$ cat config.mk
export PLATFORM = sky130hd
export DESIGN_NAME = mrpv_outq
export DESIGN_NICKNAME = d
export VERILOG_FILES = /design/src/rtl/mrpv_pkg.sv /design/src/rtl/mrpv_outq.sv
export SDC_FILE = /design/constraint.sdc
export NUM_CORES = 1
export LEC_CHECK = 0
export ABC_AREA = 1
export BUFFER_PORTS_ARGS = -buffer_cell sky130_fd_sc_hd__buf_2
export CAP_MARGIN = 20
export CORE_MARGIN = 5
export CORE_UTILIZATION = 53
export CTS_BUF_LIST = sky130_fd_sc_hd__clkbuf_16
export DETAILED_ROUTE_END_ITERATION = 8
export GPL_TIMING_DRIVEN = 0
export PLACE_DENSITY_LB_ADDON = 0.25
export SLEW_MARGIN = 20
export SYNTH_ARGS = -nofsm -noshare
export SYNTH_HDL_FRONTEND = slang
export SYNTH_SLANG_ARGS = --single-unit
$ cat constraint.sdc
create_clock -name clk -period 4.6 [get_ports clk]
set_input_delay 0.23 -clock clk [delete_from_list [all_inputs] [get_ports clk]]
set_output_delay 0.23 -clock clk [all_outputs]
set_load 0.03 [all_outputs]
$ cat src/rtl/mrpv_pkg.sv
package mrpv_pkg;

	localparam int STORE_DEPTH   = 4096;
	localparam int SAMPLE_BITS   = 12;
	localparam int FRAC_BITS     = 12;

	localparam int ADDR_BITS     = $clog2(STORE_DEPTH);
	localparam int ALEN_BITS     = ADDR_BITS + 1;
	localparam int PHASE_BITS    = ADDR_BITS + FRAC_BITS;
	localparam int STEP_BITS     = FRAC_BITS + 2;
	localparam int VOICES        = 6;
	localparam int VOICE_BITS    = $clog2(VOICES);

	localparam int MODE_BITS     = 4;
	localparam int DLEN_BITS     = 13;
	localparam int CFG_DATA_BITS = 32;
	localparam int CFG_ADDR_BITS = 3;

	// register map, selected by the top address bit
	localparam logic REG_MODE = 1'b0;
	localparam logic REG_LEN  = 1'b1;

	localparam logic [MODE_BITS-1:0] MODE_SINGLE_LO = MODE_BITS'(1);
	localparam logic [MODE_BITS-1:0] MODE_SINGLE_HI = MODE_BITS'(6);
	localparam logic [MODE_BITS-1:0] MODE_PAIR_BASE = MODE_BITS'(6);
	localparam logic [MODE_BITS-1:0] MODE_PAIR_LO   = MODE_BITS'(7);
	localparam logic [MODE_BITS-1:0] MODE_PAIR_HI   = MODE_BITS'(11);
	localparam logic [MODE_BITS-1:0] MODE_CASCADE   = MODE_BITS'(12);

	localparam logic [MODE_BITS-1:0] MODE_RESET = MODE_SINGLE_LO;
	localparam logic [DLEN_BITS-1:0] LEN_RESET  = DLEN_BITS'(4096);

	localparam logic [VOICE_BITS-1:0] LAST_VOICE    = VOICE_BITS'(VOICES - 1);
	localparam logic [VOICE_BITS-1:0] CASCADE_VOICE = VOICE_BITS'(4);

	// read steps, rounded half up to FRAC_BITS fraction bits
	localparam logic [STEP_BITS-1:0] STEP_1_0 =
		STEP_BITS'((longint'(1) << FRAC_BITS));
	localparam logic [STEP_BITS-1:0] STEP_1_25 =
		STEP_BITS'(((longint'(5) << FRAC_BITS) + 2) / 4);
	localparam logic [STEP_BITS-1:0] STEP_4_3 =
		STEP_BITS'(((longint'(13333) << FRAC_BITS) + 5000) / 10000);
	localparam logic [STEP_BITS-1:0] STEP_4_3_CASC =
		STEP_BITS'(((longint'(1333) << FRAC_BITS) + 500) / 1000);
	localparam logic [STEP_BITS-1:0] STEP_1_5 =
		STEP_BITS'(((longint'(3) << FRAC_BITS) + 1) / 2);
	localparam logic [STEP_BITS-1:0] STEP_5_3 =
		STEP_BITS'(((longint'(16666) << FRAC_BITS) + 5000) / 10000);
	localparam logic [STEP_BITS-1:0] STEP_2_0 =
		STEP_BITS'((longint'(2) << FRAC_BITS));

	// per-slot control carried down the voice pipeline
	typedef struct packed {
		logic [VOICE_BITS-1:0] voice;
		logic [MODE_BITS-1:0]  mode;
		logic                  wrapped;
		logic [ALEN_BITS-1:0]  len;
	} slot_ctl_t;

endpackage

$ cat src/rtl/mrpv_outq.sv
module mrpv_outq (
	input  logic                              clk,
	input  logic                              arst_n,
	input  logic                              push,
	input  logic [mrpv_pkg::SAMPLE_BITS-1:0]  din,
	output logic                              valid,
	input  logic                              stall,
	output logic [mrpv_pkg::SAMPLE_BITS-1:0]  dout
);
	import mrpv_pkg::*;

	logic [SAMPLE_BITS-1:0] head_q;
	logic [SAMPLE_BITS-1:0] tail_q;
	logic                   head_v_q;
	logic                   tail_v_q;
	logic                   pop;

	assign pop = head_v_q && !stall;

	always_ff @(posedge clk or negedge arst_n) begin
		if (!arst_n) begin
			head_v_q <= 1'b0;
			tail_v_q <= 1'b0;
		end else if (pop) begin
			if (tail_v_q) begin
				head_q <= tail_q;
				if (push)
					tail_q <= din;
				else
					tail_v_q <= 1'b0;
			end else begin
				head_v_q <= push;
				head_q   <= din;
			end
		end else if (push) begin
			if (!head_v_q) begin
				head_v_q <= 1'b1;
				head_q   <= din;
			end else begin
				tail_v_q <= 1'b1;
				tail_q   <= din;
			end
		end
	end

	assign valid = head_v_q;
	assign dout  = head_q;

endmodule

==> flow_metrics.env <==
export IMPL_grt_max_degree=16
export IMPL_grtUsageMet2=0.255
export IMPL_antenna_left=0
export IMPL_period_needed_ns=1.86
export IMPL_synth_edf_count=24
export IMPL_hold_viol_final=0
export IMPL_ys_seq_area_frac=0.740
export IMPL_synthFlopType="edfxtp_1"
export IMPL_grt_pass1_vias=681
export IMPL_use_met1=0.202
export IMPL_fmax_mhz=539
export IMPL_io_pins=29
export IMPL_yosys_warnings=0
export IMPL_crit_path_max_incr_delay_ns=0.77
export IMPL_cp_end_kind="register"
export IMPL_crit_top_cell="nand2_1"
export IMPL_critPathBufInv=2
export IMPL_drcViolationCount=0
export IMPL_fin_crit_sh=0.404
export IMPL_gp_congestion=0.754
export IMPL_vias=727
export IMPL_max_slew_margin_rel=0.324
export IMPL_antennaDiodeCount=0
export IMPL_drive_above_1_share=0.328
export IMPL_worst_path_max_fanout=12
export IMPL_gr_total_overflow=0
export IMPL_cts_made_buffers=3
export IMPL_dr_pass1_iters=4
export IMPL_avgViaCountPerCell=5.08
export IMPL_rows=16
export IMPL_p_total_mw=0.619
export IMPL_antenna_found_initial=0
export IMPL_cts_tree="built"
export IMPL_cp_arrival_ns=1.73
export IMPL_ys_seq_elements=26
export IMPL_worst_pin_slew_ns=1.01
export IMPL_grt_busiest_layer="met2"
export IMPL_nets=133
export IMPL_port_buffers=28
export IMPL_synth_top_area_cell="edfxtp_1"
export IMPL_async_flop_share=0.0769
export IMPL_synth_fp_nets=99
export IMPL_core_area_mm2=0.00192
export IMPL_worstSetupPathType="register to register"
export IMPL_yosys_top_cells_area="edfxtp_1, nand2_1, nand4_1"
export IMPL_yosysUniqueCellTypes=12
export IMPL_fp_dieW_um=54.3
export IMPL_grt_pass1_wl_um=3150
export IMPL_synth_area_mm2=0.00104
export IMPL_fillCellCount=140
export IMPL_first_iter_violations=35
export IMPL_power_density_mw_per_mm2=465
export IMPL_setup_tns_ns=0
export IMPL_synth_avg_cell_area_um2=12.5
export IMPL_die_area_mm2=0.00295
export IMPL_die_y_um=54.3
export IMPL_cts_sinks=26
export IMPL_worstPathCellList="buf_2, nand2_1, inv_1, nand2_1, nor2_1"
export IMPL_crit_slowest_cell="nor2_1"
export IMPL_worstPathRequired_ns=4.48
export IMPL_status="complete, no violations"
export IMPL_use_met3=0.0327
export IMPL_avgRoutedWirePerCell_um=13.8
export IMPL_dp_hpwl_um=1310
export IMPL_slew_viol_final=0
export IMPL_setup_violations=0
export IMPL_cts_root_buf="clkbuf_16"
export IMPL_htree_levels=1
export IMPL_yosysTopAreaCellShare=0.692
export IMPL_p_leak_nw=0.588
export IMPL_wl_um=1970
export IMPL_min_path_type="primary input to register"
export IMPL_area_growth_synth_to_final_pct=27.8
export IMPL_synth_most_common_cell="nand2_1"
export IMPL_initial_core_util=0.542
export IMPL_ir_drop_v=0.000273
export IMPL_syn_inst=83
export IMPL_clk_latency_ns=0.26
export IMPL_clockBufferDepth=2
export IMPL_skew_ns=0.00542
export IMPL_drv_cap=0
export IMPL_grt_total_usage=0.156
export IMPL_rsz0062_at_grt="no"
export IMPL_startpoint_type="register"
export IMPL_clk_pin_slew_worst_paths_ns=0.06
export IMPL_critPathTopFamily="simple AND/OR/NAND/NOR gates"
export IMPL_cts_setup_buffers=0
export IMPL_synth_common_cells="nand2_1, edfxtp_1, nand4_1, inv_1, buf_2"
[state kept, by name, summed over array words and instances, names as in the netlist]
| register | cells |
|---|---|
| dout | 12 |
| tail_v_q | 1 |
| tail_q | 12 |
| valid | 1 |
[power breakdown]
| part | internal (mW) | switching [mW] | leakage [nW] |
|---|---|---|---|
| clock | 0.173 | 0.0744 | 0.0511 |
| sequential | 0.280 | 0.00660 | 0.246 |
| combinational | 0.0261 | 0.0586 | 0.291 |
| total | 0.479 | 0.140 | 0.588 |
[worst reg2reg max path, stage by stage (launching register included)]
cell and delay (ns):
dfrtp_1 0.34, buf_2 0.19, nand2_1 0.07, inv_1 0.05
nand2_1 0.07, nor2_1 0.77
[stage by stage]
| stage | hold WS (ns) | area, um^2 | util | setup WS, ns | instances |
|---|---|---|---|---|---|
| floorplan | -0.0656 | 1040 | - | 2.81 | 83 |
| global placement | 0.0255 | 1210 | 0.632 | 2.71 | 138 |
| detailed placement | 0.0282 | 1210 | 0.632 | 2.73 | 138 |
| CTS | 0.159 | 1330 | 0.692 | 2.71 | 143 |
| global route | 0.157 | 1330 | 0.692 | 2.53 | 143 |
| finish | 0.160 | 1330 | 0.692 | 2.74 | 143 |
[final cells by class]
cell class / instances / area (um^2) / share of cell area
Buffer: 5 / 33.8 / 0.0254
Clock buffer: 3 / 75.1 / 0.0564
Clock inverter: 1 / 30.0 / 0.0226
Inverter: 4 / 15.0 / 0.0113
Multi-Input combinational cell: 48 / 221 / 0.167
Sequential cell: 26 / 771 / 0.579
Tap cell: 27 / 33.8 / 0.0254
Timing Repair Buffer: 29 / 150 / 0.113
[final timing paths]
path                            slack, ns                start  cells past startpoint                    to
worst max-delay path                 2.74    valid$_DFFE_PN0P_                      5   tail_q[5]$_DFFE_PP_
worst min-delay path                 0.16               din[2]                      1   tail_q[2]$_DFFE_PP_
worst max register to register       2.74    valid$_DFFE_PN0P_                      5   tail_q[5]$_DFFE_PP_
worst min register to register       0.57  tail_q[5]$_DFFE_PP_                      2     dout[5]$_DFFE_PP_
max in group asynchronous            4.21               arst_n                      2  tail_v_q$_DFFE_PN0P_
min in group asynchronous            0.29               arst_n                      2     valid$_DFFE_PN0P_
[cells in the final DEF, fill, tap and decap left out, drive strengths merged]
cell / Yosys / final
nor2: 2 / 2
o21ai: 1 / 1
nand2: 31 / 31
dlygate4sd3: 0 / 1
dfrtp: 2 / 2
inv: 4 / 4
nand3: 1 / 1
nand3b: 1 / 1
edfxtp: 24 / 24
nand4: 12 / 12
buf: 5 / 33
clkbuf: 0 / 3
bufinv: 0 / 1
[timing repair]
item | in CTS | in global routing
hold buffers | 1 | 0
endpoints found under the hold margin | 2 | 0
endpoints found under the setup margin | 0 | 0
gates resized for setup | 0 | 0
[routing by layer]
layer  up-vias  routed length, um  share of wire
li1        361                  -              -
met1       330                812           0.41
met2        34               1000           0.51
met3         2                151          0.077
met4         0                  7         0.0036
met5         -                  0              0
[logic make-up (layout without fill, tap and decap cells)]
logic type,after synthesis,count (layout),synth area share
AND/OR/NAND/NOR,47,47,0.208
flip-flops,26,26,0.740
buffers and inverters,9,42,0.0469
AO/OA/AOI/OAI,1,1,0.00480
(Power assumes the default switching activity.)
