--- src/rtl/mrpv_pkg.sv ---
package mrpv_pkg;

	localparam int STORE_DEPTH   = 4096;
	localparam int SAMPLE_BITS   = 12;
	localparam int FRAC_BITS     = 12;

	localparam int ADDR_BITS     = $clog2(STORE_DEPTH);
	localparam int ALEN_BITS     = ADDR_BITS + 1;
	localparam int PHASE_BITS    = ADDR_BITS + FRAC_BITS;
	localparam int STEP_BITS     = FRAC_BITS + 2;
	localparam int VOICES        = 6;
	localparam int VOICE_BITS    = $clog2(VOICES);

	localparam int MODE_BITS     = 4;
	localparam int DLEN_BITS     = 13;
	localparam int CFG_DATA_BITS = 32;
	localparam int CFG_ADDR_BITS = 3;

	// register map, selected by the top address bit
	localparam logic REG_MODE = 1'b0;
	localparam logic REG_LEN  = 1'b1;

	localparam logic [MODE_BITS-1:0] MODE_SINGLE_LO = MODE_BITS'(1);
	localparam logic [MODE_BITS-1:0] MODE_SINGLE_HI = MODE_BITS'(6);
	localparam logic [MODE_BITS-1:0] MODE_PAIR_BASE = MODE_BITS'(6);
	localparam logic [MODE_BITS-1:0] MODE_PAIR_LO   = MODE_BITS'(7);
	localparam logic [MODE_BITS-1:0] MODE_PAIR_HI   = MODE_BITS'(11);
	localparam logic [MODE_BITS-1:0] MODE_CASCADE   = MODE_BITS'(12);

	localparam logic [MODE_BITS-1:0] MODE_RESET = MODE_SINGLE_LO;
	localparam logic [DLEN_BITS-1:0] LEN_RESET  = DLEN_BITS'(4096);

	localparam logic [VOICE_BITS-1:0] LAST_VOICE    = VOICE_BITS'(VOICES - 1);
	localparam logic [VOICE_BITS-1:0] CASCADE_VOICE = VOICE_BITS'(4);

	// read steps, rounded half up to FRAC_BITS fraction bits
	localparam logic [STEP_BITS-1:0] STEP_1_0 =
		STEP_BITS'((longint'(1) << FRAC_BITS));
	localparam logic [STEP_BITS-1:0] STEP_1_25 =
		STEP_BITS'(((longint'(5) << FRAC_BITS) + 2) / 4);
	localparam logic [STEP_BITS-1:0] STEP_4_3 =
		STEP_BITS'(((longint'(13333) << FRAC_BITS) + 5000) / 10000);
	localparam logic [STEP_BITS-1:0] STEP_4_3_CASC =
		STEP_BITS'(((longint'(1333) << FRAC_BITS) + 500) / 1000);
	localparam logic [STEP_BITS-1:0] STEP_1_5 =
		STEP_BITS'(((longint'(3) << FRAC_BITS) + 1) / 2);
	localparam logic [STEP_BITS-1:0] STEP_5_3 =
		STEP_BITS'(((longint'(16666) << FRAC_BITS) + 5000) / 10000);
	localparam logic [STEP_BITS-1:0] STEP_2_0 =
		STEP_BITS'((longint'(2) << FRAC_BITS));

	// per-slot control carried down the voice pipeline
	typedef struct packed {
		logic [VOICE_BITS-1:0] voice;
		logic [MODE_BITS-1:0]  mode;
		logic                  wrapped;
		logic [ALEN_BITS-1:0]  len;
	} slot_ctl_t;

endpackage

--- src/rtl/mrpv_regs.sv ---
module mrpv_regs (
	input  logic                                clk,
	input  logic                                arst_n,
	input  logic                                psel,
	input  logic                                penable,
	input  logic                                pwrite,
	input  logic [mrpv_pkg::CFG_ADDR_BITS-1:0]  paddr,
	input  logic [mrpv_pkg::CFG_DATA_BITS-1:0]  pwdata,
	output logic [mrpv_pkg::CFG_DATA_BITS-1:0]  prdata,
	output logic                                pready,
	output logic [mrpv_pkg::MODE_BITS-1:0]      mode,
	output logic [mrpv_pkg::ALEN_BITS-1:0]      len
);
	import mrpv_pkg::*;

	logic [MODE_BITS-1:0] mode_q;
	logic [DLEN_BITS-1:0] dlen_q;
	logic                 wr_en;
	logic                 sel;

	assign pready = 1'b1;
	assign sel    = paddr[CFG_ADDR_BITS-1];
	assign wr_en  = psel && penable && pwrite && pready;

	always_ff @(posedge clk or negedge arst_n) begin
		if (!arst_n) begin
			mode_q <= MODE_RESET;
			dlen_q <= LEN_RESET;
		end else if (wr_en) begin
			case (sel)
				REG_MODE: mode_q <= pwdata[MODE_BITS-1:0];
				REG_LEN:  dlen_q <= pwdata[DLEN_BITS-1:0];
				default: ;
			endcase
		end
	end

	always_comb begin
		case (sel)
			REG_MODE: prdata = {{(CFG_DATA_BITS-MODE_BITS){1'b0}}, mode_q};
			REG_LEN:  prdata = {{(CFG_DATA_BITS-DLEN_BITS){1'b0}}, dlen_q};
			default:  prdata = '0;
		endcase
	end

	// zero acts as one, anything past the store acts as the full store
	always_comb begin
		if (dlen_q == '0)
			len = ALEN_BITS'(1);
		else if (int'(dlen_q) > STORE_DEPTH)
			len = ALEN_BITS'(STORE_DEPTH);
		else
			len = ALEN_BITS'(dlen_q);
	end

	assign mode = mode_q;

endmodule

--- config.mk ---
export PLATFORM = sky130hd
export DESIGN_NAME = mrpv_regs
export DESIGN_NICKNAME = d
export VERILOG_FILES = /design/src/rtl/mrpv_pkg.sv /design/src/rtl/mrpv_regs.sv
export SDC_FILE = /design/constraint.sdc
export NUM_CORES = 1
export LEC_CHECK = 0
export ABC_AREA = 1
export BUFFER_PORTS_ARGS = -buffer_cell sky130_fd_sc_hd__buf_4
export CAP_MARGIN = 20
export CELL_PAD_IN_SITES_DETAIL_PLACEMENT = 0
export CELL_PAD_IN_SITES_GLOBAL_PLACEMENT = 1
export CORE_MARGIN = 4
export CORE_UTILIZATION = 27
export CTS_CLUSTER_SIZE = 8
export DETAILED_ROUTE_END_ITERATION = 6
export PLACE_DENSITY_LB_ADDON = 0.2
export SETUP_SLACK_MARGIN = 0.3
export SLEW_MARGIN = 5
export SYNTH_ARGS = -nofsm -noshare
export SYNTH_HDL_FRONTEND = slang
export SYNTH_SLANG_ARGS = --single-unit
--- constraint.sdc ---
create_clock -name clk -period 2.9 [get_ports clk]
set_input_delay 0.29 -clock clk [delete_from_list [all_inputs] [get_ports clk]]
set_output_delay 0.29 -clock clk [all_outputs]
set_load 0.01 [all_outputs]
==> results of run 1 <==
-- synth_stat cells (3+ instances only) --
cell / count / share of area, %
nand2_1: 44 / 15
inv_1: 21 / 6.9
buf_4: 20 / 13
dfrtp_1: 15 / 33
nor2_1: 11 / 3.6
o21ai_0: 10 / 4.4
a21boi_0: 7 / 4.6
nand3_1: 7 / 3.1
buf_6: 3 / 3.0
-- power by group --
group	switching [W]	internal, W
registers	0.0000476	0.000286
clock network	0.0000819	0.0000974
logic	0.000154	0.000150
-- layout make-up --
| type | count | area, um^2 | area share (%) |
|---|---|---|---|
| tap | 50 | 62.6 | 4.21 |
| multi-input combinational | 109 | 500 | 33.7 |
| timing repair buffer | 49 | 370 | 24.9 |
| clock buffer | 4 | 45.0 | 3.03 |
| sequential | 17 | 428 | 28.8 |
| inverter | 21 | 78.8 | 5.31 |
-- cells in the final DEF, fill, tap and decap left out --
master | netlist | routed
nor2_2 | 1 | 1
nand2_1 | 44 | 44
a21oi_1 | 2 | 2
inv_1 | 21 | 21
nand3_1 | 7 | 7
and3_1 | 1 | 1
clkbuf_8 | 0 | 3
nor2_1 | 11 | 11
a21oi_2 | 2 | 2
a21boi_0 | 7 | 7
o21ai_0 | 10 | 10
o21ai_2 | 1 | 1
conb_1 | 2 | 20
dfstp_2 | 2 | 2
dlygate4sd3_1 | 0 | 1
nand2_2 | 2 | 2
clkbuf_1 | 2 | 1
buf_4 | 20 | 48
dfrtp_1 | 15 | 15
nand2_8 | 1 | 1
-- routing by layer --
metal	up-vias	part of all wire [%]
met5	-	0
met4	0	0.97
met3	2	6.9
met2	41	51
met1	447	41
li1	520	-
-- logic make-up after synthesis --
| kind of cell | share of synthesized area, % |
|---|---|
| AO/OA/AOI/OAI | 12.2 |
| buffers and inverters | 24.2 |
| flip-flops | 37.7 |
| other | 0.661 |
| AND/OR/NAND/NOR | 25.2 |
-- final timing paths --
kind	startpoint	end	slack, ns	depth (start not counted)
setup / recovery	dlen_q[6]$_DFFE_PN0P_	len[4]	1.02	6
hold / removal	pwdata[7]	dlen_q[7]$_DFFE_PN0P_	0.27	3
setup reg to reg	dlen_q[12]$_DFFE_PN1P_	dlen_q[12]$_DFFE_PN1P_	1.99	2
hold reg to reg	mode[0]$_DFFE_PN1P_	mode[0]$_DFFE_PN1P_	0.50	2
max in group asynchronous	arst_n	dlen_q[12]$_DFFE_PN1P_	2.19	2
min in group asynchronous	arst_n	dlen_q[1]$_DFFE_PN0P_	0.45	2
-- flip-flops by register name (all words and copies together) (netlist names) --
| register | count |
|---|---|
| dlen_q | 13 |
| mode | 4 |
-- worst max-delay path, cell delays in order, from the launching register on --
cell and delay (ns):
dfrtp_1 0.40, nor2_1 0.13, nand2_1 0.08, nor2_2 0.14, nand2_2 0.16, a21boi_0 0.25, buf_4 0.17
-- what timing repair did --
action | 4_1_cts | 5_1_grt
hold buffers | 1 | 0
gates resized for setup | 0 | 0
endpoints found under the hold margin | 15 | 0
-- metrics by stage --
| step | power, W | cells | instance area [um^2] |
|---|---|---|---|
| 6_report | 0.000818 | 250 | 1490 |
| 5_1_grt | 0.000881 | 250 | 1490 |
| 4_1_cts | 0.000829 | 250 | 1490 |
| 3_5_place_dp | 0.000647 | 245 | 1430 |
| 3_3_place_gp | 0.000643 | 245 | 1430 |
| 2_1_floorplan | 0.000510 | 173 | 1200 |
==> impl_results.md, run 1 <==
* Setup TNS at 0 ns
* First-iteration detailed-routing DRC count at 27
* Longest Clk Path Bufs at 2
* First-pass GRT wire length at 4570 um
* FMAX at 531 MHz
* Slew Viols, Final at 0
* Critical Path RT at 2.61 ns
* Nets at 241
* # rows at 23
* Utilization after layout at 36.9%
* Port buffer count at 48
* Antenna Nets Post-Route at 0
* Routed WL per cell at 11.1 um
* Post-synth ARST share at 100%
* Met3 Resource Use GR at 1.65%
* Hpwl dp at 2120 um
* Leak at 0.879 nW
* Syn Area/Cell at 7.33 um^2
* Busiest grt layer: met2
* Synth Instances at 155
* Met1 Track Usage GR at 13.3%
* Minimum clock period at 1.88 ns
* DRC viols at 0
* Ports at 90
* Clock Tree Root: clkbuf_8
* MaxCap Viol Count at 0
* Post-synthesis sequential area ratio at 37.7%
* Final wirelength at 2780 um
* Number of global-route vias before repair at 995
* Worst min path class: in -> reg
* Clock tree from TritonCTS: done
* Synth Flop Type: dfrtp_1
* Worst EP arrival at 1.59 ns
* Core area at 4030 um^2
* CTS Buf Count at 3
* Die W at 72.9 um
* Final worst setup slack at 1.02 ns
* Pwr/cell area at 551 nW/um^2
* P&R area growth vs syn at 30.7%
* GPL Wtd Cong at 0.731
* Die height at 72.9 um
* Starting Density at 28.2%
* Worst hold slack at 0.269 ns
* Clk_skew at 0 ns
* Post-CTS Setup Inserts at 0
* Layout cells sized above 1 at 30.0%
* Worst vdd ir at 0.184 mV
* Worst skew pair latency at 0.25 ns
* Endpoints failing setup at 0
* Met2 Use GR at 19.5%
* Critical Path Source Type: flip-flop
* Post-synthesis register bit count at 17
* H-Tree Level Count at 1
* Worst setup EP type: output port
* # fillers at 447
* Cell variety after synth at 20
* Vias at 1,010
* Hold Fails Final Rpt at 0
* RSZ-0062 raised after global routing: no
* Outcome: completed
* Die area at 5310 um^2
* Overflow after GRT at 0
* Crit share post-route at 64.9%
* Largest net degree at the start of global routing at 20
* ANT cells at 0
* Vias per Instance at 4.04
* DRT Pass-1 Iters at 4
* Clock sink count at 17
* Synth warnings at 0
* WS Path Type: reg -> out
* Setup slack at placement at 1.31 ns
* Post-Syn Area at 1140 um^2
* Initial antenna violation count at 0
* EDFF count, synth at 0
* Total track usage at 11.1%
* Worst-path clk slew at 0.06 ns
* CP max FO at 10
No activity file was read; power rests on OpenSTA's default activity.
==> inputs of run 2 (changes only) <==
Settings changed: ABC_AREA 1 to 0, CORE_UTILIZATION 27 to 26.
Clock period 2.9 ns to 1.9 ns, I/O delays scaled along.
==> run 2 against run 1 <==
Compared with the run above: die area fell by 2.7%; register-to-register slack got worse by 1.0 ns; combinational power rose by 84%; clock-buffer cell count did not move; clock power rose by 47%; critical path type unchanged; largest power group is now combinational cells.
==> impl_results.md, run 2 <==
* Top-count cell post-synth: buf_4
* Cell variety after synth at 15 (-25%)
* First-iteration detailed-routing DRC count at 10 (-63%)
* Largest net degree at the start of global routing at 18 (-10%)
* Starting Density at 27.9% (-0.27 points)
* P&R area growth vs syn at 37.5%
* Core area at 3800 um^2 (-5.7%)
* FMAX at 667 MHz
* EDFF count, synth at 0 (unchanged)
* Utilization after layout at 38.4% (+1.5 points)
* Critical Path Source Type: flip-flop
* Number of global-route vias before repair at 763 (-23%)
* Total track usage at 9.40% (-1.7 points)
* Nets at 181 (-25%)
* Final wirelength at 2500 um (-10%)
* Post-synth ARST share at 100% (unchanged)
* Minimum clock period at 1.50 ns
* DRT Pass-1 Iters at 4 (unchanged)
* Layout cells sized above 1 at 56.4% (+26 points)
* Number of flip-flops in the largest register at 13 (unchanged)
* Clock sink count at 17 (unchanged)
* ANT cells at 0 (unchanged)
* Antenna Nets Post-Route at 0 (unchanged)
* Overflow after GRT at 0 (unchanged)
* Vias per Instance at 3.94 (-2.6%)
* Synth warnings at 0 (unchanged)
* H-Tree Level Count at 1 (unchanged)
* Commonest non-fill, non-tap cells in the layout: buf_4 (50), conb_1 (20), dfrtp_1 (15), mux2_2 (11), nor2b_1 (11)
* Worst-Margin Slew at 0.592 ns
* Setup TNS at 0 ns (unchanged)
* Post-synthesis register bit count at 17 (unchanged)
* Post-Syn Area at 1060 um^2 (-6.6%)
* Worst setup EP type: output port
* Hpwl dp at 1930 um (-8.9%)
* RSZ-0062 raised after global routing: no
* Initial antenna violation count at 0 (unchanged)
* MaxCap Viol Count at 0 (unchanged)
* Die area at 5170 um^2 (-2.7%)
* WS Path Type: reg -> out
* Pwr/cell area at 930 nW/um^2 (+69%)
* GPL Wtd Cong at 0.653 (-11%)
* Slew Viols, Final at 0 (unchanged)
* Worst EP arrival at 1.31 ns (-0.28 ns)
* CTS Buf Count at 3 (unchanged)
* Synth area leaders: dfrtp_1 (35%), buf_4 (14%), mux2_4 (14%)
* Post-synthesis sequential area ratio at 40.3% (+2.7 points)
* Critical Path RT at 1.71 ns (-0.90 ns)
* Clock tree from TritonCTS: done
* Clock Tree Root: clkbuf_8
* Crit share post-route at 78.9%
* Worst min path class: in -> reg
* Worst skew pair latency at 0.24 ns (about the same)
* Endpoints failing setup at 0 (unchanged)
* Die W at 71.9 um (-1.4%)
* Longest Clk Path Bufs at 2 (unchanged)
* Slew HR at 60.5%
* Top reg by flops: dlen_q
* Synth top area share at 35.4% (+2.3 points)
* DRC viols at 0 (unchanged)
* Worst-path clk slew at 0.06 ns (about the same)
* CP max FO at 4 (-6)
* Port buffer count at 48 (unchanged)
* Most frequent cells after synthesis: buf_4 (20), dfrtp_1 (15), mux2_2 (11), nor2b_1 (11), mux2_4 (10)
* Clk_skew at 0 ns (unchanged)
* Most common cell after layout, fill and taps aside: buf_4
* First-pass GRT wire length at 3830 um (-16%)
* # rows at 22 (-4.3%)
* Worst vdd ir at 0.344 mV (+87%)
* Routed WL per cell at 13.3 um (+19%)
* Hold Fails Final Rpt at 0 (unchanged)
* Vias at 740 (-27%)
* Ports at 90 (unchanged)
* Synth Flop Type: dfrtp_1
* Outcome: completed
* Synth Instances at 91 (-41%)
* Synth area leader: dfrtp_1
* Leak at 0.750 nW (-15%)
* Syn Area/Cell at 11.7 um^2 (+59%)
* Die height at 71.9 um (-1.4%)
run 2: routing by layer:
| metal | wire (um) | share of wire (%) | vias to the layer above | GRT usage, % |
|---|---|---|---|---|
| met1 | 998 | 40 | 340 | 11.3 |
| met5 | 0 | 0 | - | 0 |
| met2 | 1210 | 48 | 42 | 16.1 |
| met3 | 287 | 11 | 0 | 3.37 |
| li1 | - | - | 358 | - |
| met4 | 0 | 0 | 0 | 1.88 |
run 2: kinds of logic (layout without fill, tap and decap cells):
| logic type | Yosys count | count (layout) | share of synthesized area (%) |
|---|---|---|---|
| multiplexers | 21 | 21 | 25.8 |
| other | 2 | 20 | 0.708 |
| flip-flops | 17 | 17 | 40.3 |
| buffers and inverters | 25 | 56 | 16.6 |
| AND/OR/NAND/NOR | 25 | 25 | 15.6 |
| AO/OA/AOI/OAI | 1 | 1 | 0.943 |
run 2: worst max-delay path, cell delays in order, from the launching register on:
cell and delay (ns):
dfrtp_1 0.42, nor4_1 0.31, a32o_1 0.22, buf_4 0.12
run 2: path summary, 6_finish.rpt:
kind | start | end | slack, ns | cells past startpoint
max in group asynchronous | arst_n | dlen_q[12]$_DFFE_PN1P_ | 1.30 | 2
hold / removal | pwdata[5] | dlen_q[5]$_DFFE_PN0P_ | 0.17 | 2
hold reg to reg | mode[2]$_DFFE_PN0P_ | mode[2]$_DFFE_PN0P_ | 0.54 | 1
setup / recovery | dlen_q[8]$_DFFE_PN0P_ | len[0] | 0.40 | 3
min in group asynchronous | arst_n | mode[2]$_DFFE_PN0P_ | 0.34 | 2
setup reg to reg | dlen_q[12]$_DFFE_PN1P_ | dlen_q[12]$_DFFE_PN1P_ | 0.99 | 2
run 2: layout make-up:
class,instances,area [um^2]
flip-flops and latches,17,428
repair buffers,51,385
well taps,48,60.1
multi-input cells,67,537
inverters,1,3.75
fillers,384,2340
clock buffers,4,45.0
run 2: repair_timing:
action | CTS | global route
setup buffers | 2 | 0
endpoints found under the setup margin | 1 | 1
hold buffers | 1 | 0
gates resized for setup | 0 | 2
gates cloned | 0 | 0
hold endpoints to repair | 15 | 0
run 2: per-stage QoR:
stage | cell area, um^2 | std cells | hold WS, ns | total power, W | setup WS [ns]
after detailed placement | 1380 | 181 | 0.0731 | 0.00108 | 0.396
final | 1460 | 188 | 0.171 | 0.00136 | 0.400
after floorplan | 1130 | 109 | -0.106 | 0.000834 | 0.686
after global routing | 1460 | 188 | 0.168 | 0.00145 | 0.319
after global placement | 1380 | 181 | 0.0721 | 0.00107 | 0.408
after CTS | 1450 | 188 | 0.165 | 0.00137 | 0.318
run 2: power breakdown:
group | internal [W] | switching, W
clock network | 0.000148 | 0.000116
logic | 0.000338 | 0.000223
registers | 0.000450 | 0.0000810
==> inputs of run 3 (changes only) <==
Settings changed: ABC_AREA 0 to 1, CORE_UTILIZATION 26 to 23.
Clock period 1.9 ns to 1.3 ns, I/O delays scaled along.
==> run 3 against run 2 <==
Compared with the run above: the run now ends with setup timing left; utilization is 1.3 points higher; clock skew stayed put; sequential share of layout area is 6.7 points lower; critical endpoint is now len[5]; largest power group unchanged.
==> impl_results.md, run 3 (same netlist as run 1, synthesis figures left out) <==
* First-iteration detailed-routing DRC count at 44 (+34)
* RSZ-0062 raised after global routing: yes
* Port buffer count at 48 (unchanged)
* Failing checks: setup timing
* Clock Tree Root: clkbuf_8
* FF-to-FF setup slack at 0.32 ns (-0.67 ns)
* Reg2reg end: dlen_q[12]$_DFFE_PN1P_
* Worst min path class: in -> reg
* Crit share post-route at 118%
* DRT Pass-1 Iters at 2 (-2)
* Most common cell after layout, fill and taps aside: buf_4
* Utilization after layout at 39.7% (+1.3 points)
* Worst hold slack at 0.108 ns (-0.0636 ns)
* Top reg by flops: dlen_q
* Worst vdd ir at 0.340 mV (-1.1%)
* Layout cells sized above 1 at 49.5% (-6.9 points)
* Number of flip-flops in the largest register at 13 (unchanged)
* Slew Viols, Final at 0 (unchanged)
* Vias at 1,100 (+49%)
* Antenna Nets Post-Route at 0 (unchanged)
* GPL Wtd Cong at 0.750 (+15%)
* # rows at 25 (+14%)
* Hpwl dp at 2340 um (+21%)
* Nets at 263 (+45%)
* CP max FO at 5 (+1)
* Number of global-route vias before repair at 1,126 (+48%)
* Placed cell area at 1570 um^2 (+14%)
* Leak at 1.06 nW (+42%)
* Largest net degree at the start of global routing at 20 (+2)
* Die W at 78.3 um (+8.9%)
* Worst skew pair latency at 0.25 ns (about the same)
* Crit-path max cell delay at 0.40 ns (-0.02 ns)
* Setup slack at placement at -0.0242 ns (-0.420 ns)
* Final worst setup slack at -0.240 ns (-0.640 ns)
* R2R depth at 4 (+2)
* CP max-delay cell: dfrtp_1
* Hold Crit Endpoint: dlen_q[12]$_DFFE_PN1P_
* Clk_skew at 0 ns (unchanged)
* Post-route cell area at 1890 um^2 (+30%)
* Hold Path Stages at 3 (+1)
* Pwr/cell area at 1190 nW/um^2 (+28%)
* H-Tree Level Count at 1 (unchanged)
* CTS Buf Count at 3 (unchanged)
* Starting Density at 23.9% (-4.0 points)
* Vias per Instance at 3.81 (-3.3%)
* Final wirelength at 3080 um (+23%)
* Worst-path clk slew at 0.07 ns (about the same)
* DRC viols at 0 (unchanged)
* Critical Path Source Type: flip-flop
* Clock tree from TritonCTS: done
* Hold Startpoint: pwdata[12]
* Worst EP arrival at 1.41 ns (+0.10 ns)
* Longest Clk Path Bufs at 2 (unchanged)
* Hold Fails Final Rpt at 0 (unchanged)
* Total track usage at 9.93% (+0.53 points)
* Core area at 4750 um^2 (+25%)
* Minimum clock period at 1.54 ns
* Clock sink count at 17 (unchanged)
* Die height at 78.3 um (+8.9%)
* FMAX at 649 MHz
* ANT cells at 0 (unchanged)
* MaxCap Viol Count at 0 (unchanged)
* Critical Path RT at 1.17 ns (-0.54 ns)
* Overflow after GRT at 0 (unchanged)
* WS Path Type: reg -> out
* First-pass GRT wire length at 4950 um (+29%)
* Initial antenna violation count at 0 (unchanged)
* Outcome: finished, violations left
* Worst setup EP type: output port
* FF-to-FF Start: dlen_q[12]$_DFFE_PN1P_
* Routed WL per cell at 10.7 um (-20%)
* CP cell instances: nor2_1, nand2_1, nor2_4, nand2_4, a21boi_2, buf_4
* P&R area growth vs syn at 66.3%
* Die area at 6130 um^2 (+19%)
* Commonest non-fill, non-tap cells in the layout: buf_4 (41), nand2_1 (38), buf_6 (26), conb_1 (20), dfrtp_1 (15)
* Endpoints failing setup at 13 (+13)
* Ports at 90 (unchanged)
[run 3: cell count changes in the layout (fill, tap and decap cells not counted), moves of 10 or more]
cell | previous run | this run
nand2_1 | 0 | 38
inv_1 | 1 | 13
mux2_2 | 11 | 0
buf_6 | 0 | 26
mux2_4 | 10 | 0
nor2b_1 | 11 | 0
[run 3: timing repair]
item | in CTS | in global routing
hold buffers | 1 | 0
setup buffers | 7 | 3
resized for setup | 36 | 17
endpoints found under the hold margin | 17 | 0
pin swaps | 6 | 8
cloned | 2 | 0
setup endpoints to repair | 28 | 27
[run 3: worst max path at each step]
stage | startpoint | end | cells past startpoint
2_1_floorplan | dlen_q[0]$_DFFE_PN0P_ | len[11] | 5
3_3_place_gp | dlen_q[3]$_DFFE_PN0P_ | len[0] | 8
3_5_place_dp | dlen_q[3]$_DFFE_PN0P_ | len[5] | 6
4_1_cts | dlen_q[6]$_DFFE_PN0P_ | len[5] | 6
5_1_grt | dlen_q[7]$_DFFE_PN0P_ | len[0] | 8
6_report | dlen_q[7]$_DFFE_PN0P_ | len[5] | 6
[run 3: metal layers]
layer / up-vias / global-route usage, % / share of wire, %
li1: 568 / - / -
met1: 493 / 10.8 / 38
met2: 37 / 19.2 / 55
met3: 2 / 1.83 / 6.1
met4: 0 / 3.15 / 0.94
met5: - / 0 / 0
[run 3: final cells by class]
class	count	area, um^2
clock buffers	3	41.3
clock inverters	1	5.00
fillers	514	2870
inverters	21	81.3
multi-input cells	110	597
flip-flops and latches	17	428
well taps	67	83.8
repair buffers	70	653
[run 3: power by group]
| group | internal (W) | switching, W |
|---|---|---|
| logic | 0.000636 | 0.000504 |
| clock network | 0.000212 | 0.000171 |
| registers | 0.000638 | 0.0000831 |
| total | 0.00149 | 0.000758 |
[run 3: critical path: cells and delay by family, from the launching register on]
family                 cells  cell delay (ns)
AO/OA/AOI/OAI              1             0.15
buffers and inverters      1             0.13
AND/OR/NAND/NOR            4             0.48
flip-flops                 1             0.40
[run 3: stage by stage]
step,total power (W),TNS (ns),instances
2_1_floorplan,0.00119,0,173
3_3_place_gp,0.00155,-0.0347,272
3_5_place_dp,0.00156,-0.0702,272
4_1_cts,0.00218,-2.59,286
5_1_grt,0.00241,-3.53,289
6_report,0.00224,-2.41,289
