===== config.mk =====
export PLATFORM = sky130hd
export DESIGN_NAME = mrpv_phase
export DESIGN_NICKNAME = d
export VERILOG_FILES = /design/src/rtl/mrpv_pkg.sv /design/src/rtl/mrpv_phase.sv
export SDC_FILE = /design/constraint.sdc
export NUM_CORES = 1
export LEC_CHECK = 0
export BUFFER_PORTS_ARGS = -buffer_cell sky130_fd_sc_hd__buf_2
export CORE_AREA = 2 2 160 162
export DETAILED_ROUTE_END_ITERATION = 10
export DIE_AREA = 0 0 162 164
export GPL_ROUTABILITY_DRIVEN = 0
export PLACE_DENSITY_LB_ADDON = 0.12
export RECOVER_POWER = 100
export SLEW_MARGIN = 15
export SYNTH_ARGS = -nofsm -noshare
export SYNTH_HDL_FRONTEND = slang
export SYNTH_SLANG_ARGS = --single-unit

===== constraint.sdc =====
create_clock -name clk -period 7.4 [get_ports clk]
set_input_delay 2.22 -clock clk [delete_from_list [all_inputs] [get_ports clk]]
set_output_delay 2.22 -clock clk [all_outputs]
set_load 0.05 [all_outputs]

===== src/rtl/mrpv_pkg.sv =====
package mrpv_pkg;

	localparam int STORE_DEPTH   = 4096;
	localparam int SAMPLE_BITS   = 12;
	localparam int FRAC_BITS     = 12;

	localparam int ADDR_BITS     = $clog2(STORE_DEPTH);
	localparam int ALEN_BITS     = ADDR_BITS + 1;
	localparam int PHASE_BITS    = ADDR_BITS + FRAC_BITS;
	localparam int STEP_BITS     = FRAC_BITS + 2;
	localparam int VOICES        = 6;
	localparam int VOICE_BITS    = $clog2(VOICES);

	localparam int MODE_BITS     = 4;
	localparam int DLEN_BITS     = 13;
	localparam int CFG_DATA_BITS = 32;
	localparam int CFG_ADDR_BITS = 3;

	// register map, selected by the top address bit
	localparam logic REG_MODE = 1'b0;
	localparam logic REG_LEN  = 1'b1;

	localparam logic [MODE_BITS-1:0] MODE_SINGLE_LO = MODE_BITS'(1);
	localparam logic [MODE_BITS-1:0] MODE_SINGLE_HI = MODE_BITS'(6);
	localparam logic [MODE_BITS-1:0] MODE_PAIR_BASE = MODE_BITS'(6);
	localparam logic [MODE_BITS-1:0] MODE_PAIR_LO   = MODE_BITS'(7);
	localparam logic [MODE_BITS-1:0] MODE_PAIR_HI   = MODE_BITS'(11);
	localparam logic [MODE_BITS-1:0] MODE_CASCADE   = MODE_BITS'(12);

	localparam logic [MODE_BITS-1:0] MODE_RESET = MODE_SINGLE_LO;
	localparam logic [DLEN_BITS-1:0] LEN_RESET  = DLEN_BITS'(4096);

	localparam logic [VOICE_BITS-1:0] LAST_VOICE    = VOICE_BITS'(VOICES - 1);
	localparam logic [VOICE_BITS-1:0] CASCADE_VOICE = VOICE_BITS'(4);

	// read steps, rounded half up to FRAC_BITS fraction bits
	localparam logic [STEP_BITS-1:0] STEP_1_0 =
		STEP_BITS'((longint'(1) << FRAC_BITS));
	localparam logic [STEP_BITS-1:0] STEP_1_25 =
		STEP_BITS'(((longint'(5) << FRAC_BITS) + 2) / 4);
	localparam logic [STEP_BITS-1:0] STEP_4_3 =
		STEP_BITS'(((longint'(13333) << FRAC_BITS) + 5000) / 10000);
	localparam logic [STEP_BITS-1:0] STEP_4_3_CASC =
		STEP_BITS'(((longint'(1333) << FRAC_BITS) + 500) / 1000);
	localparam logic [STEP_BITS-1:0] STEP_1_5 =
		STEP_BITS'(((longint'(3) << FRAC_BITS) + 1) / 2);
	localparam logic [STEP_BITS-1:0] STEP_5_3 =
		STEP_BITS'(((longint'(16666) << FRAC_BITS) + 5000) / 10000);
	localparam logic [STEP_BITS-1:0] STEP_2_0 =
		STEP_BITS'((longint'(2) << FRAC_BITS));

	// per-slot control carried down the voice pipeline
	typedef struct packed {
		logic [VOICE_BITS-1:0] voice;
		logic [MODE_BITS-1:0]  mode;
		logic                  wrapped;
		logic [ALEN_BITS-1:0]  len;
	} slot_ctl_t;

endpackage


===== src/rtl/mrpv_phase.sv =====
module mrpv_phase (
	input  logic                              clk,
	input  logic                              arst_n,
	input  logic                              rd_en,
	input  logic [mrpv_pkg::VOICE_BITS-1:0]   rd_voice,
	input  logic                              wb_en,
	input  mrpv_pkg::slot_ctl_t               ctl,
	output logic [mrpv_pkg::ADDR_BITS-1:0]    idx
);
	import mrpv_pkg::*;

	logic [PHASE_BITS-1:0] mem [VOICES];
	logic [VOICES-1:0]     vld_q;
	logic [PHASE_BITS-1:0] rd_data_q;
	logic                  rd_vld_q;
	logic [PHASE_BITS-1:0] phase;
	logic [PHASE_BITS:0]   sum;
	logic [PHASE_BITS:0]   limit;
	logic [PHASE_BITS-1:0] phase_nxt;
	logic [STEP_BITS-1:0]  step;
	logic                  adv;

	always_comb begin
		case (ctl.voice)
			VOICE_BITS'(0): step = STEP_1_0;
			VOICE_BITS'(1): step = STEP_1_25;
			VOICE_BITS'(2): step = (ctl.mode == MODE_CASCADE) ? STEP_4_3_CASC : STEP_4_3;
			VOICE_BITS'(3): step = STEP_1_5;
			VOICE_BITS'(4): step = STEP_5_3;
			default:        step = STEP_2_0;
		endcase
	end

	always_comb begin
		if (ctl.mode inside {[MODE_SINGLE_LO:MODE_SINGLE_HI]})
			adv = !ctl.wrapped &&
				(ctl.voice == VOICE_BITS'(ctl.mode - MODE_SINGLE_LO));
		else if (ctl.mode inside {[MODE_PAIR_LO:MODE_PAIR_HI]})
			adv = (ctl.voice == '0) ||
				(ctl.voice == VOICE_BITS'(ctl.mode - MODE_PAIR_BASE));
		else if (ctl.mode == MODE_CASCADE)
			adv = ctl.voice <= CASCADE_VOICE;
		else
			adv = 1'b0;
	end

	// a never-written entry reads as phase zero
	assign phase = rd_vld_q ? rd_data_q : '0;
	assign idx   = phase[PHASE_BITS-1:FRAC_BITS];
	assign sum   = {1'b0, phase} + (adv ? (PHASE_BITS+1)'(step) : '0);
	assign limit = {ctl.len, {FRAC_BITS{1'b0}}};

	// every voice gets its wrap check each sample, advanced or not
	assign phase_nxt = (sum >= limit) ? '0 : sum[PHASE_BITS-1:0];

	always_ff @(posedge clk or negedge arst_n) begin
		if (!arst_n) begin
			vld_q    <= '0;
			rd_vld_q <= 1'b0;
		end else begin
			if (rd_en)
				rd_vld_q <= vld_q[rd_voice];
			if (wb_en)
				vld_q[ctl.voice] <= 1'b1;
		end
	end

	// read and write-back never hit the same voice in one cycle
	always_ff @(posedge clk) begin
		if (rd_en)
			rd_data_q <= mem[rd_voice];
		if (wb_en)
			mem[ctl.voice] <= phase_nxt;
	end

endmodule


==> key figures, run 1 <==
STA
  • RSZ-0062 raised after global routing: true
  • Worst Tran Pin Value: ~2.1 ns
  • Max Slew Vio Count: 27
  • Setup violations, final: 0
  • Slew Limit Headroom: -37.6%
  • Final hold vios: 0
  • Clock skew: 0.0112 ns
  • Tmin final: 7.25 ns
  • Min Hold Slack: 0.467 ns
  • Fmax: 138 MHz
  • Final worst-path cycle share: 98.0%

Floorplanning
  • Core area: about 25,000 um2
  • Rows: 58
  • Ports: 40
  • Initial Util: 33.4%
  • Die X: 162 um
  • Die Ht: approximately 160 um
  • DIE AREA: 26,600 um2

Clock network
  • H-tree depth: 4
  • CTS Buf Count: 17
  • CTS tree: built
  • Hold_buf cts: 0
  • Clk root buf: clkbuf_16
  • Worst-path clk slew: 0.08 ns
  • Later-pin clock latency in the skew report: 0.44 ns
  • Clock Sinks: 175
  • Max clock buf depth: 2

Placement
  • Dpl cell area: 9420 um2
  • HPWL after DPL: 13.9 mm
  • # port buffers: 39

Synthesis
  • Synth cell types: 50
  • Mapped Cells: 583
  • Netlist Area Pre-Place: 8300 um2
  • Synthesized flop and latch total: 175
  • Seq/Total Area, Yosys: 62.9%
  • Top_reg_cell synth: edfxtp_1
  • Ys async rst share: 4.00%
  • YS warnings: 0
  • Syn nets: between 600 and 700
  • Number of synthesized flops with an enable pin: between 150 and 200
  • Mapped Avg Cell Area: 14.2 um2

Pwr
  • LEAKAGE: 3.98 nW
  • Power per standard cell area: 235 nW/um2
  • Max VDD drop: ~120 uV

Setup path
  • Crit Path Category: input pin to register
  • Crit Path Max Fanout: 8
  • Slowest stage cell, crit path: a2111o_1
  • Kind of end point of the critical path: register
  • Critical path's largest stage delay: 0.44 ns
  • WP data required: 7.57 ns
  • Arrival @ worst endpoint: 7.41 ns
  • CP Launch Type: input pin

Drt
  • Wire per inst: 20.5 um
  • Via count: 5,362
  • # DRC: 0
  • Detailed Route WL: 21.5 mm
  • Final ANT Viol Nets: 0
  • DR pass1 iterations: 5
  • Drt initial violations: 355
  • DR vias/cell: 5.10

GRT
  • Grt total ovfl: 0
  • Gr usage total: 16.7%
  • Initial antenna violation count: 0
  • Largest net degree at the start of global routing: 50
  • First-pass GRT wire length: 32.4 mm
  • Vias in the first global route: 5,607

Status
  • Status: finished with violations
  • Failing checks: max-capacitance violations, max-slew violations

Final layout
  • Nets: 769
  • Post-layout util: 42.9%
  • FILL cells: 2,302
  • Layout cell share with drive strength beyond 1: 35.0%
  • Most common cell after layout, fill and taps aside: edfxtp_1
  • # diodes: 0
  • Final instance area: 10,600 um2
  • P&R area growth vs syn: 28.2%
  • Most frequent cells in the layout: edfxtp_1, buf_4, nor2_1

Job
  • Number of max-cap violations: 1

Worst hold path
  • Worst Hold Class: register to register
-- cells in the mapped netlist, types with 8 or more instances --
master / n / area (um2)
edfxtp_1: 168 / 5040
nor2_1: 48 / 180
a21oi_1: 42 / 210
ha_1: 31 / 388
inv_1: 27 / 101
mux2i_1: 27 / 270
mux4_2: 25 / 563
nand2_1: 23 / 86.3
and2_1: 21 / 131
clkbuf_1: 19 / 71.3
xnor2_1: 16 / 140
nor3b_1: 12 / 90.1
nor3_1: 9 / 45.0
a21o_1: 8 / 60.1
nor2b_1: 8 / 50.1
o21ai_0: 8 / 40.0
xor2_1: 8 / 70.1
-- power breakdown --
| group | internal [mW] | total, mW | switching, mW | leakage [nW] |
|---|---|---|---|---|
| registers | 1.16 | 1.17 | 0.0112 | 1.62 |
| logic | 0.166 | 0.412 | 0.246 | 2.05 |
| clock network | 0.466 | 0.928 | 0.462 | 0.298 |
-- worst max-delay path: cells and delay by family --
family,cells,cell delay (ns)
buffers and inverters,9,1.26
AO/OA/AOI/OAI,8,1.68
adder cells (fa/ha/maj),3,0.72
AND/OR/NAND/NOR,10,1.43
XOR/XNOR,1,0.10
-- flip-flops by register name (all words and copies together) (netlist names) --
name and count:
mem 144, rd_vld_q 1, vld_q 6, rd_data_q 24
-- repair_timing --
action,CTS,global route
gates resized for setup,7,77
endpoints found under the setup margin,39,144
gates cloned,0,2
setup buffers,0,16
pin swaps,0,32
-- final cells by class --
type	instances	area [um2]	area share, %
sequential	175	5220	49.0
inverter	27	106	0.999
clock inverter	15	203	1.90
tap	330	413	3.88
timing repair buffer	132	981	9.21
clock buffer	17	425	4.00
multi-input combinational	356	3300	31.0
-- layer usage --
metal  track usage (%)  vias to the layer above  routed length (um)
met2              27.1                      122               10300
met1              22.6                     2728                9990
met5                 0                        -                   0
li1                  -                     2486                   -
met4              5.43                        0                 415
met3              3.13                       26                 810
-- through the flow --
stage	cells	setup WS (ns)	TNS [ns]	power, mW
after floorplan	583	0.172	0	1.41
after detailed placement	1005	-0.699	-51.00	1.55
after CTS	1037	0.0261	0	2.49
after global placement	1005	-0.656	-42.49	1.55
after global routing	1052	-0.106	-5.98	2.60
final	1052	0.151	0	2.51
-- worst paths after layout --
check,from,end,slack [ns],cells past startpoint
worst max-delay path,ctl[14],mem[0][2],0.15,31
max in group asynchronous,arst_n,vld_q[5],5.48,1
worst max register to register,rd_vld_q,mem[0][2],2.47,22
worst min-delay path,vld_q[3],vld_q[3],0.47,1
min in group asynchronous,arst_n,vld_q[3],1.66,1
worst min register to register,vld_q[3],vld_q[3],0.47,1
-- cell families (layout without fill, tap and decap cells) --
kind of cell	Yosys count	in the layout	share of synthesized area, %
flip-flops	175	175	62.9
AND/OR/NAND/NOR	155	155	9.89
AO/OA/AOI/OAI	93	93	7.31
multiplexers	52	52	10.0
buffers and inverters	52	191	2.44
adder cells (fa/ha/maj)	32	32	4.91
XOR/XNOR	24	24	2.53
Note: power is estimated with default switching activity, not from simulation.
==> inputs of run 2 (changes only) <==
==> constraint.sdc (replaced) <==
create_clock -name clk -period 7.4 [get_ports clk]
set_input_delay 1.48 -clock clk [delete_from_list [all_inputs] [get_ports clk]]
set_output_delay 1.48 -clock clk [all_outputs]
set_load 0.05 [all_outputs]
==> run 2 against run 1 <==
Net effect:
- the run still ends with max-capacitance violations, max-slew violations left
- via count decreased by 8.2%
- fmax increased by 5.1%
- routed wire length decreased by 6.3%
- critical path depth decreased by 3
- worst hold slack improved by 0.0042 ns
- cell count decreased by 6.5%
- design area decreased by 9.8%
- core utilization decreased by 4.2 points
- register-to-register slack got worse by 0.77 ns
- clock-buffer cell count unchanged
- first-iteration DRC count decreased by 17%
- largest cell class unchanged
==> key figures, run 2 (synthesis results as in run 1) <==
Status
  • Failing checks: max-capacitance violations, max-slew violations
  • Status: finished with violations

Final layout
  • Largest registers: mem (144), rd_data_q (24), vld_q (6)
  • Number of flip-flops in the largest register: 144 (unchanged)
  • Most common cell after layout, fill and taps aside: edfxtp_1
  • Most frequent cells in the layout: edfxtp_1, nor2_1, a21oi_1
  • Layout cell share with drive strength beyond 1: 17.6% (-17 points)
  • Final instance area: 9610 um2 (-9.8%)
  • Post-layout util: 38.7% (-4.2 points)
  • Reg with most FFs: mem
  • P&R area growth vs syn: 15.7%
  • # diodes: 0 (unchanged)
  • Nets: 701 (-8.8%)

Placement
  • Dpl cell area: 9030 um2 (-4.2%)
  • Pre-CTS WS: -0.115 ns (+0.585 ns)
  • HPWL after DPL: 12.8 mm (-7.5%)
  • # port buffers: 39 (unchanged)

Clock network
  • Max clock buf depth: 2 (unchanged)
  • Hold_buf cts: 0 (unchanged)
  • Clock Sinks: 175 (unchanged)
  • Postcts setup bufs: 0 (unchanged)
  • Worst-path clk slew: 0.08 ns (about the same)
  • H-tree depth: 4 (unchanged)
  • CTS tree: built
  • CTS Buf Count: 17 (unchanged)
  • Later-pin clock latency in the skew report: 0.44 ns (about the same)
  • Clk root buf: clkbuf_16

Pwr
  • LEAKAGE: 3.47 nW (-13%)
  • Max VDD drop: 148 uV (+26%)
  • Power per standard cell area: 253 nW/um2 (+7.4%)

Floorplanning
  • Die Ht: 164 um (unchanged)
  • DIE AREA: 26,600 um2 (unchanged)
  • Core area: 24,800 um2 (unchanged)
  • Ports: 40 (unchanged)
  • Die X: 162 um (unchanged)
  • Initial Util: 33.4% (unchanged)
  • Rows: 58 (unchanged)

Setup path
  • Worst Setup SP: ctl[19]
  • Kind of end point of the critical path: register
  • R2R Path End: mem[4][21]
  • Crit Path Max Fanout: 17 (+9)
  • CP Launch Type: input pin
  • R2r worst-path depth: 22 (unchanged)
  • Arrival @ worst endpoint: 7.08 ns (-0.33 ns)
  • R2R Setup Slk: 1.70 ns (-0.77 ns)
  • R2R Path Start: rd_vld_q
  • WP data required: 7.58 ns (about the same)
  • Crit Path Category: input pin to register

Drt
  • Detailed Route WL: 20.2 mm (-6.3%)
  • Final ANT Viol Nets: 0 (unchanged)
  • DR pass1 iterations: 4 (-1)
  • Via count: 4,922 (-8.2%)
  • Wire per inst: 20.5 um (+0.23%)
  • DR vias/cell: 5.00 (-1.9%)
  • Drt initial violations: 296 (-17%)
  • # DRC: 0 (unchanged)

STA
  • Slew Limit Headroom: -183% (-140 points)
  • Setup violations, final: 0 (unchanged)
  • Worst Tran Pin Value: 4.24 ns (+2.17 ns)
  • Clock skew: 0.0168 ns (+0.00557 ns)
  • Fmax: 145 MHz (+5.1%)
  • Max Slew Vio Count: 132 (+390%)
  • Tmin final: 6.90 ns (-0.351 ns)
  • RSZ-0062 raised after global routing: false
  • Setup ws final: 0.502 ns (+0.351 ns)
  • Final hold vios: 0 (unchanged)
  • Final worst-path cycle share: 93.2% (-4.7 points)

GRT
  • Largest net degree at the start of global routing: 51 (+2.0%)
  • Gr usage total: 15.6% (-1.1 points)
  • Grt total ovfl: 0 (unchanged)
  • Vias in the first global route: 5,112 (-8.8%)
  • Initial antenna violation count: 0 (unchanged)
  • First-pass GRT wire length: 30.6 mm (-5.8%)

Worst hold path
  • Hold depth: 1 (unchanged)
  • Worst Hold Class: register to register
  • Worst Hold End: vld_q[0]
  • Hold Startpoint: vld_q[0]

Job
  • Number of max-cap violations: 5 (+4)
run 2: cell types whose count changed in the layout (fill, tap and decap cells not counted), moves of 5 or more:
cell	before	now
buf_4	86	17
ha_4	8	0
ha_1	21	31
nor2_2	6	0
nor3b_4	6	0
nor2_1	41	48
nor3b_2	6	0
clkbuf_1	2	19
nor3_1	4	9
buf_2	34	27
nor3b_1	0	12
buf_6	6	0
run 2: through the flow:
stage	power, mW	TNS, ns	cells	hold slack, ns
CTS	2.46	0	984	0.474
finish	2.43	0	984	0.472
global route	2.53	0	984	0.483
detailed placement	1.52	-0.687	952	0.454
floorplan	1.41	0	583	0.434
global placement	1.52	0	952	0.446
run 2: layout make-up:
type,instances,area (um2)
Clock buffer,17,425
Inverter,27,101
Clock inverter,15,208
Multi-Input combinational cell,356,2890
Timing Repair Buffer,64,354
Fill cell,2405,15200
Sequential cell,175,5220
Tap cell,330,413
run 2: worst max path at each step:
stage,to
floorplan,mem[0][6]
global placement,mem[5][6]
detailed placement,mem[5][6]
CTS,mem[5][6]
global route,mem[4][21]
finish,mem[4][21]
run 2: worst max-delay path, stage by stage:
cell and delay (ns):
clkbuf_1 0.35, nand3_1 0.13, o21ai_0 0.11, a21oi_1 0.09
o22a_1 0.18, o22ai_1 0.15, a21oi_1 0.14, nor4_1 0.50
ha_1 0.28, fa_1 0.23, a21oi_1 0.09, o211ai_1 0.23
a31oi_1 0.17, a31oi_1 0.40, nand4_1 0.17, xor2_1 0.23
nor2b_1 0.08, ha_1 0.29, nand4_1 0.11, nor2_1 0.16
nand3_1 0.08, a2111oi_0 0.42, buf_4 0.19, nand4_1 0.14
nor4_4 0.23, buf_12 0.19, nor4b_1 0.08, buf_4 0.17
run 2: layer usage:
metal | GRT usage, % | wire length [um] | up-vias
li1 | - | - | 2337
met1 | 21.4 | 9560 | 2514
met2 | 26.2 | 9780 | 67
met3 | 2.60 | 738 | 4
met4 | 3.30 | 107 | 0
met5 | 0 | 0 | -
run 2: power by group:
part | total [mW] | switching (mW) | internal (mW)
Clock | 0.933 | 0.465 | 0.468
Combinational | 0.328 | 0.217 | 0.111
Sequential | 1.17 | 0.0114 | 1.16
Total | 2.43 | 0.693 | 1.74
run 2: timing repair:
action | 4_1_cts | 5_1_grt
endpoints found under the hold margin | 0 | 0
setup endpoints to repair | 0 | 6
gates resized for setup | 0 | 1
==> inputs of run 3 (changes only) <==
Settings changed: CORE_AREA 2 2 160 162 to 2 2 143 180, DIE_AREA 0 0 162 164 to 0 0 145 182.
==> run 3 against run 2 <==
Net effect:
- the run still ends with max-capacitance violations, max-slew violations left
- global-route usage grew 0.060 points
- fmax is 2.1% lower
- design area about the same
- flip-flop and latch count stayed put
- core utilization barely moved
- first-iteration DRC count decreased by 1.0%
- clock skew shrank 0.0038 ns
- register-to-register slack lost 0.17 ns
- sequential power hardly changed
- combinational power shrank 2%
- routed wire length down 3.0%
- critical endpoint is now mem[2][16]
- largest power group unchanged
==> key figures, run 3 (synthesis results as in run 1) <==
Setup path
  • WP data required: 7.54 ns (-0.04 ns)
  • Kind of end point of the critical path: register
  • CP Launch Type: input pin
  • Crit Path Category: input pin to register
  • Crit Path Max Fanout: 17 (unchanged)
  • Critical path's largest stage delay: 0.48 ns (-0.02 ns)
  • Arrival @ worst endpoint: 7.19 ns (+0.11 ns)
  • Slowest stage cell, crit path: a2111oi_0

STA
  • Worst Tran Pin Value: 2.13 ns (-2.11 ns)
  • Max Slew Vio Count: 124 (-6.1%)
  • RSZ-0062 raised after global routing: false
  • Final hold vios: 0 (unchanged)
  • Min Hold Slack: 0.465 ns (-0.00705 ns)
  • Slew Limit Headroom: -41.9% (+140 points)
  • Clock skew: 0.0130 ns (-0.00384 ns)
  • Fmax: 142 MHz (-2.1%)
  • Tmin final: 7.05 ns (+0.149 ns)
  • Final worst-path cycle share: 95.2% (+2.0 points)
  • Setup violations, final: 0 (unchanged)

Floorplanning
  • Ports: 40 (unchanged)
  • DIE AREA: 26,400 um2 (-0.67%)
  • Die X: 145 um (-10%)
  • Core area: 24,800 um2 (about the same)
  • Die Ht: 182 um (+11%)
  • Initial Util: 33.5% (about the same)
  • Rows: 65 (+12%)

GRT
  • Largest net degree at the start of global routing: 50 (-2.0%)
  • First-pass GRT wire length: 30.5 mm (about the same)
  • Grt total ovfl: 0 (unchanged)
  • Initial antenna violation count: 0 (unchanged)
  • Gr usage total: 15.7% (+0.060 points)
  • Vias in the first global route: 5,257 (+2.8%)

Drt
  • Detailed Route WL: 19.6 mm (-3.0%)
  • Drt initial violations: 293 (-1.0%)
  • # DRC: 0 (unchanged)
  • Via count: 4,971 (+1.0%)
  • Final ANT Viol Nets: 0 (unchanged)
  • Wire per inst: 19.8 um (-3.6%)
  • DR pass1 iterations: 4 (unchanged)
  • DR vias/cell: 5.02 (+0.38%)

Final layout
  • Nets: 702 (+0.14%)
  • FF/Latch Area: 5220 um2 (unchanged)
  • Multi-input logic area: 2910 um2 (+0.69%)
  • P&R area growth vs syn: 15.8% (about the same)
  • # diodes: 0 (unchanged)
  • Number of flip-flops in the largest register: 144 (unchanged)
  • Layout cell share with drive strength beyond 1: 18.5% (+0.89 points)
  • Most common cell after layout, fill and taps aside: edfxtp_1
  • Largest registers: mem (144), rd_data_q (24), vld_q (6)
  • Reg with most FFs: mem
  • FILL cells: 2,390 (-0.62%)
  • Most frequent cells in the layout: edfxtp_1, nor2_1, a21oi_1

Clock network
  • Post_cts resized: 0 (unchanged)
  • Max clock buf depth: 2 (unchanged)
  • H-tree depth: 4 (unchanged)
  • Worst-path clk slew: 0.07 ns (about the same)
  • Clk root buf: clkbuf_16
  • Clock Sinks: 175 (unchanged)
  • Later-pin clock latency in the skew report: 0.43 ns (about the same)
  • Hold_buf cts: 0 (unchanged)
  • Postcts setup bufs: 0 (unchanged)
  • CTS Buf Count: 17 (unchanged)
  • CTS tree: built

Placement
  • # port buffers: 39 (unchanged)
  • HPWL after DPL: 12.9 mm (+0.85%)

Status
  • Status: finished with violations
  • Failing checks: max-capacitance violations, max-slew violations

Pwr
  • Design Power: 2.39 mW (-1.5%)
  • Power per standard cell area: 249 nW/um2 (-1.6%)
  • LEAKAGE: 3.47 nW (about the same)
  • Max VDD drop: 117 uV (-21%)

Job
  • Number of max-cap violations: 5 (unchanged)

Worst hold path
  • Worst Hold Class: register to register
-- run 3: worst max-delay path: cells and delay by family --
kind / cells / cell delay (ns)
xor gates and xnor gates: 1 / 0.25
adders and majority gates: 4 / 1.19
AOI/OAI and AO/OA: 9 / 1.99
and+or+nand+nor: 10 / 1.22
buffers and inverters: 6 / 1.03
-- run 3: path summary, 6_finish.rpt --
check / from / endpoint / slack, ns / depth (start not counted)
worst max register to register: rd_vld_q / mem[2][16] / 1.53 / 22
min in group asynchronous: arst_n / vld_q[5] / 0.93 / 1
worst max-delay path: ctl[15] / mem[2][16] / 0.35 / 30
worst min-delay path: vld_q[1] / vld_q[1] / 0.46 / 1
worst min register to register: vld_q[1] / vld_q[1] / 0.46 / 1
max in group asynchronous: arst_n / rd_vld_q / 6.20 / 1
-- run 3: layout make-up --
type,instances,area share [%]
sequential,175,54.3
multi-input combinational,356,30.2
clock inverter,15,1.84
tap,335,4.36
timing repair buffer,65,3.79
inverter,27,1.05
clock buffer,17,4.43
-- run 3: power by group --
| part | total, mW | switching [mW] | internal (mW) |
|---|---|---|---|
| registers | 1.17 | 0.0111 | 1.16 |
| logic | 0.323 | 0.212 | 0.111 |
| clock network | 0.900 | 0.390 | 0.509 |
| total | 2.39 | 0.614 | 1.78 |
-- run 3: through the flow --
| stage | utilization [%] | instances | setup WS (ns) | TNS (ns) | area, um2 |
|---|---|---|---|---|---|
| 2_1_floorplan | - | 583 | 0.912 | 0 | 8300 |
| 6_report | 38.7 | 990 | 0.353 | 0 | 9610 |
| 4_1_cts | 38.9 | 990 | 0.253 | 0 | 9640 |
| 3_5_place_dp | 36.4 | 958 | -0.163 | -12.72 | 9040 |
| 5_1_grt | 38.7 | 990 | 0.00184 | 0 | 9610 |
| 3_3_place_gp | 36.4 | 958 | -0.0986 | -7.62 | 9040 |
-- run 3: metal layers --
metal / up-vias / GRT usage [%] / share of wire [%]
met5: - / 0 / 0
met4: 0 / 6.57 / 2.2
met3: 26 / 3.19 / 4.1
met2: 107 / 27.2 / 51
met1: 2498 / 19.0 / 43
li1: 2340 / - / -
